File: src/hw/rtl/hsc_pkg.sv
// ----------------------------------------------------------------------------
// hsc_pkg
// Shared types and constants for the extended Hamming SECDED codec: field
// widths, command and status codes, data bit placement and check coverage.
// ----------------------------------------------------------------------------
package hsc_pkg;

  localparam int MAX_CHECK_BITS = 5;
  localparam int MAX_DATA_BITS  = 26;
  localparam int MIN_CHECK_BITS = 3;
  localparam int CODE_W         = 32;
  localparam int SYN_W          = 5;
  localparam int CFG_W          = 5;
  localparam int APB_DATA_W     = 32;
  localparam int APB_ADDR_W     = 3;

  localparam logic [CFG_W-1:0] DATA_BITS_RESET = CFG_W'(26);

  typedef enum logic [0:0] {
    CMD_ENCODE = 1'b0,
    CMD_DECODE = 1'b1
  } cmd_t;

  typedef enum logic [1:0] {
    ST_NONE   = 2'd0,
    ST_SINGLE = 2'd1,
    ST_DOUBLE = 2'd2,
    ST_PARITY = 2'd3
  } status_t;

  typedef enum logic [0:0] {
    REG_DATA_BITS = 1'b0,
    REG_UNUSED    = 1'b1
  } reg_index_t;

  typedef logic [SYN_W-1:0] pos_t;

  localparam pos_t DATA_POS [MAX_DATA_BITS] = '{
    5'd3,  5'd5,  5'd6,  5'd7,  5'd9,  5'd10, 5'd11, 5'd12, 5'd13,
    5'd14, 5'd15, 5'd17, 5'd18, 5'd19, 5'd20, 5'd21, 5'd22, 5'd23,
    5'd24, 5'd25, 5'd26, 5'd27, 5'd28, 5'd29, 5'd30, 5'd31
  };

  localparam logic [CODE_W-1:0] COVER [MAX_CHECK_BITS] = '{
    32'hAAAA_AAAA,
    32'hCCCC_CCCC,
    32'hF0F0_F0F0,
    32'hFF00_FF00,
    32'hFFFF_0000
  };

  typedef struct packed {
    logic [CODE_W-1:0]        code_word;
    logic [MAX_DATA_BITS-1:0] data_out;
    status_t                  status;
    logic [SYN_W-1:0]         syndrome;
  } result_t;

endpackage

File: src/hw/rtl/hsc_codec.sv
// ----------------------------------------------------------------------------
// hsc_codec
// Single-pass encode/decode datapath: derives the check bit count and word
// length from the data length, then builds or repairs one codeword.
// ----------------------------------------------------------------------------
module hsc_codec (
  input  logic [hsc_pkg::CFG_W-1:0]         data_bits,
  input  hsc_pkg::cmd_t                     command,
  input  logic [hsc_pkg::MAX_DATA_BITS-1:0] data_word,
  input  logic [hsc_pkg::CODE_W-1:0]        received_word,
  output hsc_pkg::result_t                  result
);
  import hsc_pkg::*;

  logic [CFG_W-1:0]         k;
  logic [2:0]               m;
  logic [CFG_W:0]           n;
  logic [CODE_W-1:0]        pos_mask;
  logic [MAX_DATA_BITS-1:0] data_mask;
  logic [MAX_CHECK_BITS-1:0] chk_mask;
  logic [CODE_W-1:0]        enc_data;
  logic [CODE_W-1:0]        enc_word;
  logic [CODE_W-1:0]        dec_word;
  logic [CODE_W-1:0]        fix_word;
  logic [SYN_W-1:0]         syn;
  logic                     par;
  status_t                  dec_status;
  logic [MAX_DATA_BITS-1:0] dec_data;

  always_comb begin
    if (data_bits == '0) begin
      k = CFG_W'(1);
    end else if (data_bits > CFG_W'(MAX_DATA_BITS)) begin
      k = CFG_W'(MAX_DATA_BITS);
    end else begin
      k = data_bits;
    end
    m = 3'(MAX_CHECK_BITS);
    for (int j = MAX_CHECK_BITS - 1; j >= MIN_CHECK_BITS; j--) begin
      if ((7'(k) + 7'(j)) < 7'(1 << j)) begin
        m = 3'(j);
      end
    end
    n = (CFG_W+1)'(k) + (CFG_W+1)'(m);
    for (int p = 0; p < CODE_W; p++) begin
      pos_mask[p] = ((CFG_W+1)'(p) <= n);
    end
    for (int b = 0; b < MAX_DATA_BITS; b++) begin
      data_mask[b] = (CFG_W'(b) < k);
    end
    for (int i = 0; i < MAX_CHECK_BITS; i++) begin
      chk_mask[i] = (3'(i) < m);
    end
  end

  always_comb begin
    enc_data = '0;
    for (int b = 0; b < MAX_DATA_BITS; b++) begin
      enc_data[DATA_POS[b]] = data_word[b] & data_mask[b];
    end
    enc_word = enc_data;
    for (int i = 0; i < MAX_CHECK_BITS; i++) begin
      enc_word[2**i] = (^(enc_data & COVER[i])) & chk_mask[i];
    end
    enc_word[0] = ^enc_word[CODE_W-1:1];
  end

  always_comb begin
    dec_word = received_word & pos_mask;
    par      = ^dec_word;
    for (int i = 0; i < SYN_W; i++) begin
      syn[i] = (^(dec_word & COVER[i])) & chk_mask[i];
    end
    fix_word   = dec_word;
    dec_status = ST_NONE;
    if (syn == '0) begin
      if (par) begin
        dec_status  = ST_PARITY;
        fix_word[0] = ~dec_word[0];
      end
    end else if (par) begin
      dec_status = ST_SINGLE;
      if ((CFG_W+1)'(syn) <= n) begin
        fix_word = dec_word ^ (CODE_W'(1) << syn);
      end
    end else begin
      dec_status = ST_DOUBLE;
    end
    for (int b = 0; b < MAX_DATA_BITS; b++) begin
      dec_data[b] = fix_word[DATA_POS[b]];
    end
  end

  always_comb begin
    if (command == CMD_DECODE) begin
      result.code_word = fix_word;
      result.data_out  = dec_data;
      result.status    = dec_status;
      result.syndrome  = syn;
    end else begin
      result.code_word = enc_word;
      result.data_out  = data_word & data_mask;
      result.status    = ST_NONE;
      result.syndrome  = '0;
    end
  end

endmodule

File: src/hw/rtl/hamming_secded_codec.sv
// ----------------------------------------------------------------------------
// hamming_secded_codec
// Extended Hamming SECDED encoder/decoder with a programmable data length.
// ----------------------------------------------------------------------------
// Input channel: in_valid/in_ready carries command, data_word and
// received_word. Output channel: out_valid/out_ready carries code_word,
// data_out, status and syndrome. Each input transfer yields exactly one
// output transfer, in order.
// From input transfer to out_valid, an item passes one input register, then
// the XOR trees and repair mux into the result register.
// Throughput is one item per cycle while out_ready stays high; the input
// register and the result register each hold one item, so a new item enters
// while a finished result waits for the receiver.
// When out_ready is low, the result register holds and the input register
// fills; in_ready drops only when both are occupied.
// The APB register data_bits (address 0) sets the data length; write it only
// while no item is in flight. Reset empties both stages and sets data_bits
// to 26.
// ----------------------------------------------------------------------------
module hamming_secded_codec (
  input  logic                              clk,
  input  logic                              rst,
  input  logic                              psel,
  input  logic                              penable,
  input  logic                              pwrite,
  input  logic [hsc_pkg::APB_ADDR_W-1:0]    paddr,
  input  logic [hsc_pkg::APB_DATA_W-1:0]    pwdata,
  output logic [hsc_pkg::APB_DATA_W-1:0]    prdata,
  output logic                              pready,
  input  logic                              in_valid,
  output logic                              in_ready,
  input  logic                              command,
  input  logic [hsc_pkg::MAX_DATA_BITS-1:0] data_word,
  input  logic [hsc_pkg::CODE_W-1:0]        received_word,
  output logic                              out_valid,
  input  logic                              out_ready,
  output logic [hsc_pkg::CODE_W-1:0]        code_word,
  output logic [hsc_pkg::MAX_DATA_BITS-1:0] data_out,
  output logic [1:0]                        status,
  output logic [hsc_pkg::SYN_W-1:0]         syndrome
);
  import hsc_pkg::*;

  logic [CFG_W-1:0]         data_bits;
  logic                     s1_valid;
  cmd_t                     s1_command;
  logic [MAX_DATA_BITS-1:0] s1_data_word;
  logic [CODE_W-1:0]        s1_received_word;
  result_t                  result_next;
  result_t                  result;
  logic                     advance;
  logic                     reg_hit;

  assign pready  = 1'b1;
  assign reg_hit = (reg_index_t'(paddr[APB_ADDR_W-1]) == REG_DATA_BITS);
  assign prdata  = reg_hit ? APB_DATA_W'(data_bits) : '0;

  always_ff @(posedge clk) begin
    if (rst) begin
      data_bits <= DATA_BITS_RESET;
    end else if (psel && penable && pwrite && pready && reg_hit) begin
      data_bits <= pwdata[CFG_W-1:0];
    end
  end

  assign advance  = s1_valid && (!out_valid || out_ready);
  assign in_ready = !s1_valid || advance;

  always_ff @(posedge clk) begin
    if (rst) begin
      s1_valid <= 1'b0;
    end else if (in_valid && in_ready) begin
      s1_valid <= 1'b1;
    end else if (advance) begin
      s1_valid <= 1'b0;
    end
  end

  always_ff @(posedge clk) begin
    if (in_valid && in_ready) begin
      s1_command       <= cmd_t'(command);
      s1_data_word     <= data_word;
      s1_received_word <= received_word;
    end
  end

  hsc_codec u_codec (
    .data_bits     (data_bits),
    .command       (s1_command),
    .data_word     (s1_data_word),
    .received_word (s1_received_word),
    .result        (result_next)
  );

  always_ff @(posedge clk) begin
    if (rst) begin
      out_valid <= 1'b0;
    end else if (advance) begin
      out_valid <= 1'b1;
    end else if (out_ready) begin
      out_valid <= 1'b0;
    end
  end

  always_ff @(posedge clk) begin
    if (advance) begin
      result <= result_next;
    end
  end

  assign code_word = result.code_word;
  assign data_out  = result.data_out;
  assign status    = result.status;
  assign syndrome  = result.syndrome;

`ifndef SYNTH
  a_in_to_s1: assert property (@(posedge clk) disable iff (rst)
    in_valid && in_ready |=> s1_valid)
    else $error("accepted transfer did not reach the input stage");

  a_s1_to_out: assert property (@(posedge clk) disable iff (rst)
    advance |=> out_valid)
    else $error("advanced item did not reach the result register");

  a_no_repeat: assert property (@(posedge clk) disable iff (rst)
    out_valid && out_ready && !s1_valid |=> !out_valid)
    else $error("result repeated after its transfer");

  a_encode_clean: assert property (@(posedge clk) disable iff (rst)
    advance && (s1_command == CMD_ENCODE) |=>
      (status == ST_NONE) && (syndrome == '0))
    else $error("encode result carries error status or syndrome");
`endif

endmodule

File: config.mk
export PLATFORM = sky130hd
export DESIGN_NAME = hamming_secded_codec
export DESIGN_NICKNAME = d
export VERILOG_FILES = /design/src/hw/rtl/hsc_pkg.sv /design/src/hw/rtl/hsc_codec.sv /design/src/hw/rtl/hamming_secded_codec.sv
export SDC_FILE = /design/constraint.sdc
export NUM_CORES = 1
export LEC_CHECK = 0
export BUFFER_PORTS_ARGS = -buffer_cell sky130_fd_sc_hd__buf_2
export CAP_MARGIN = 10
export CORE_ASPECT_RATIO = 0.7
export CORE_MARGIN = 2
export CORE_UTILIZATION = 54
export CTS_CLUSTER_SIZE = 16
export DETAILED_ROUTE_END_ITERATION = 10
export PLACE_DENSITY_LB_ADDON = 0.1
export SLEW_MARGIN = 20
export SYNTH_ARGS = -nofsm -noshare
export SYNTH_HDL_FRONTEND = slang
export SYNTH_HIERARCHICAL = 1
export SYNTH_SLANG_ARGS = --single-unit
File: constraint.sdc
create_clock -name clk -period 8.3 [get_ports clk]
set_input_delay 0.83 -clock clk [delete_from_list [all_inputs] [get_ports clk]]
set_output_delay 0.83 -clock clk [all_outputs]
set_load 0.03 [all_outputs]
==> results.yml <==
detailed_routing:
  drt_iter0_drc: 692
  wl_per_cell_um: 21.0
  drc: 0
  num_vias: 6568
  wl_um: 23800
  viasPerCell: 5.79
  dr.pass1.iters: 5
  ant_nets: 0
cts:
  cts_inserted_buffers: 17
  cts.sinks: 131
  root_buffer: "clkbuf_16"
  postCtsResizedCells: 0
  clkTransAtPathRegs_ns: 0.06
  cts_hold_buf: 0
  cts_tree: "built"
  postCtsSetupRepairBufs: 0
  htreeDepth: 4
  clk_latency_ns: 0.42
  cts_buffer_depth: 2
hold_path:
  hold-path-cell-count: 2
  min_path_type: "flop to flop"
floorplan:
  initial_core_util_pct: 55.2
  row_count: 38
  core_area_um2: 15500
  num_io_pins: 201
  die_area_um2: 16900
  dieHeight_um: 109
  die-width_um: 154
timing:
  finalClockSkew_ns: 0.00708
  rsz0062_at_grt: "false"
  slew_viol_final: 0
  fmax_mhz: 130
  fin_crit_ns: 7.67
  hold_viol_final: 0
  setup-violations-final: 0
  period_share_pct: 92.5
  relSlewSlack_pct: 28.5
  tns_ns: 0
  max_slew.worst_pin.slew_ns: 1.06
yosys:
  ys_async_sr_fraction_pct: 0
  synth_area_per_cell_um2: 10.8
  synth_area_um2: 8550
  ys.flop_type: "edfxtp_1"
  synth-seq-cells: 131
  syn_inst: 790
  ys_warn_count: 6
  synth_cell_types: 85
  synth_enable_flop_cells: 124
  seq_area_frac_synth_pct: 45.2
finish:
  area_delta_synth_final_pct: 15.1
  fin_util_pct: 63.5
  antenna_cells: 0
  nets: 1030
  finalNonFillerCells: 1134
  drive_above_1_share_pct: 26.7
placement:
  routabilityCongestion: 0.922
  port_buffers: 143
  dp_hpwl_um: 18600
  dp.cells: 1102
critical_path:
  arrival_ns: 7.82
  worst_setup_path_end_kind: "flop"
  path_max_fanout: 9
  required_ns: 8.44
  slowest_stage: "a2111oi_4"
  reg2regPathDepth: 27
  worstSetupStartpointType: "flop"
  path_class: "flop to flop"
  max_stage_delay_ns: 0.60
global_route:
  grt-ovfl-total: 0
  grt_max_degree: 66
  grt_pass1_wl_um: 35900
  grt_pass1_vias: 6223
  track_usage_pct: 28.9
  antenna_found_initial: 0
power_and_ir_drop:
  ir_drop_v: 0.000125
  power_density_nw_per_um2: 255
  p_leak_nw: 3.91
  finalPower_w: 0.00251
outcome:
  status: "complete, no violations"
job:
  cap_violations: 0
[cells in the mapped netlist, types with 8 or more instances]
master | number | share of area, %
edfxtp_1 | 124 | 44
xnor2_1 | 79 | 8.1
nand2_1 | 67 | 2.9
buf_4 | 57 | 5.0
nor2_1 | 51 | 2.2
xor2_1 | 31 | 3.2
a21oi_1 | 30 | 1.8
o21ai_0 | 30 | 1.8
nand3_1 | 28 | 1.6
mux2i_1 | 25 | 2.9
clkbuf_1 | 17 | 0.75
o21ai_1 | 16 | 0.94
inv_1 | 13 | 0.57
and2_1 | 12 | 0.88
nand2b_1 | 12 | 0.88
nor3_1 | 12 | 0.70
o211ai_1 | 12 | 1.1
buf_2 | 8 | 0.47
o2111ai_1 | 8 | 0.82
[cell usage in the layout, fill, tap and decap left out, types with 12 or more instances in the layout]
cell / instances
nand2_1: 67
nor2_1: 51
nand3_1: 28
clkbuf_16: 17
conb_1: 28
nor3_1: 12
xor2_1: 31
mux2i_1: 25
edfxtp_1: 124
xnor2_1: 79
buf_4: 30
buf_2: 143
o211ai_1: 12
a21oi_1: 30
nand2b_1: 12
o21ai_0: 30
o21ai_1: 16
inv_1: 13
[power by group]
| part | switching, W | internal [W] |
|---|---|---|
| Clock | 0.000280 | 0.000470 |
| Sequential | 0.0000217 | 0.000800 |
| Combinational | 0.000593 | 0.000341 |
| Total | 0.000895 | 0.00161 |
[kinds of logic after synthesis]
| kind of cell | Yosys count | synth area share, % |
|---|---|---|
| simple gates | 230 | 13.4 |
| buf+inv | 101 | 7.49 |
| fa+ha+maj | 8 | 1.26 |
| xor+xnor | 123 | 14.5 |
| flops | 131 | 45.2 |
| other cells | 2 | 0.0878 |
| mux | 26 | 3.06 |
| compound gates | 169 | 15.0 |
[routing by layer]
layer | vias to the layer above | wire length [um] | global-route usage (%)
met1 | 3134 | 10700 | 41.2
met3 | 38 | 2460 | 8.55
met2 | 348 | 10100 | 42.4
met4 | 0 | 533 | 9.66
li1 | 3048 | - | -
met5 | - | 0 | 0
[per-stage QoR]
stage	area, um^2	setup WS, ns	hold slack [ns]
final	9850	0.626	0.466
after global routing	9850	0.220	0.513
after CTS	9850	0.800	0.471
after detailed placement	9260	0.829	0.463
after global placement	9260	1.06	0.448
after floorplan	8650	1.44	0.434
[final cells by class]
cell class                 instances  area, um^2
fill                            1272        5650
multi-input combinational        584        4150
sequential                       131        3860
timing repair buffer             173         941
clock buffer                      18         429
tap                              200         250
clock inverter                    14         161
inverter                          14        52.6
[critical path: cells and delay by family (launching register included)]
kind                       cells  cell delay [ns]
adders and majority gates      3             1.11
xor gates and xnor gates       5             1.50
DFF                            1             0.40
muxes                          1             0.16
AOI/OAI and AO/OA              7             2.39
buffers and inverters          1             0.15
and+or+nand+nor               10             1.65
[worst paths after layout]
kind	start	end	slack (ns)
max	data_bits[3]	data_out[1]	0.63
min	s1_valid	out_valid	0.47
max reg2reg	data_bits[3]	data_out[1]	0.63
min reg2reg	s1_valid	out_valid	0.47
[state kept, by name, indices dropped and copies added (netlist names)]
signal            cells
code_word            32
s1_received_word     32
data_out             26
s1_data_word         26
data_bits             5
syndrome              5
status                2
out_valid             1
s1_command            1
s1_valid              1
No activity file was read; power rests on OpenSTA's default activity.
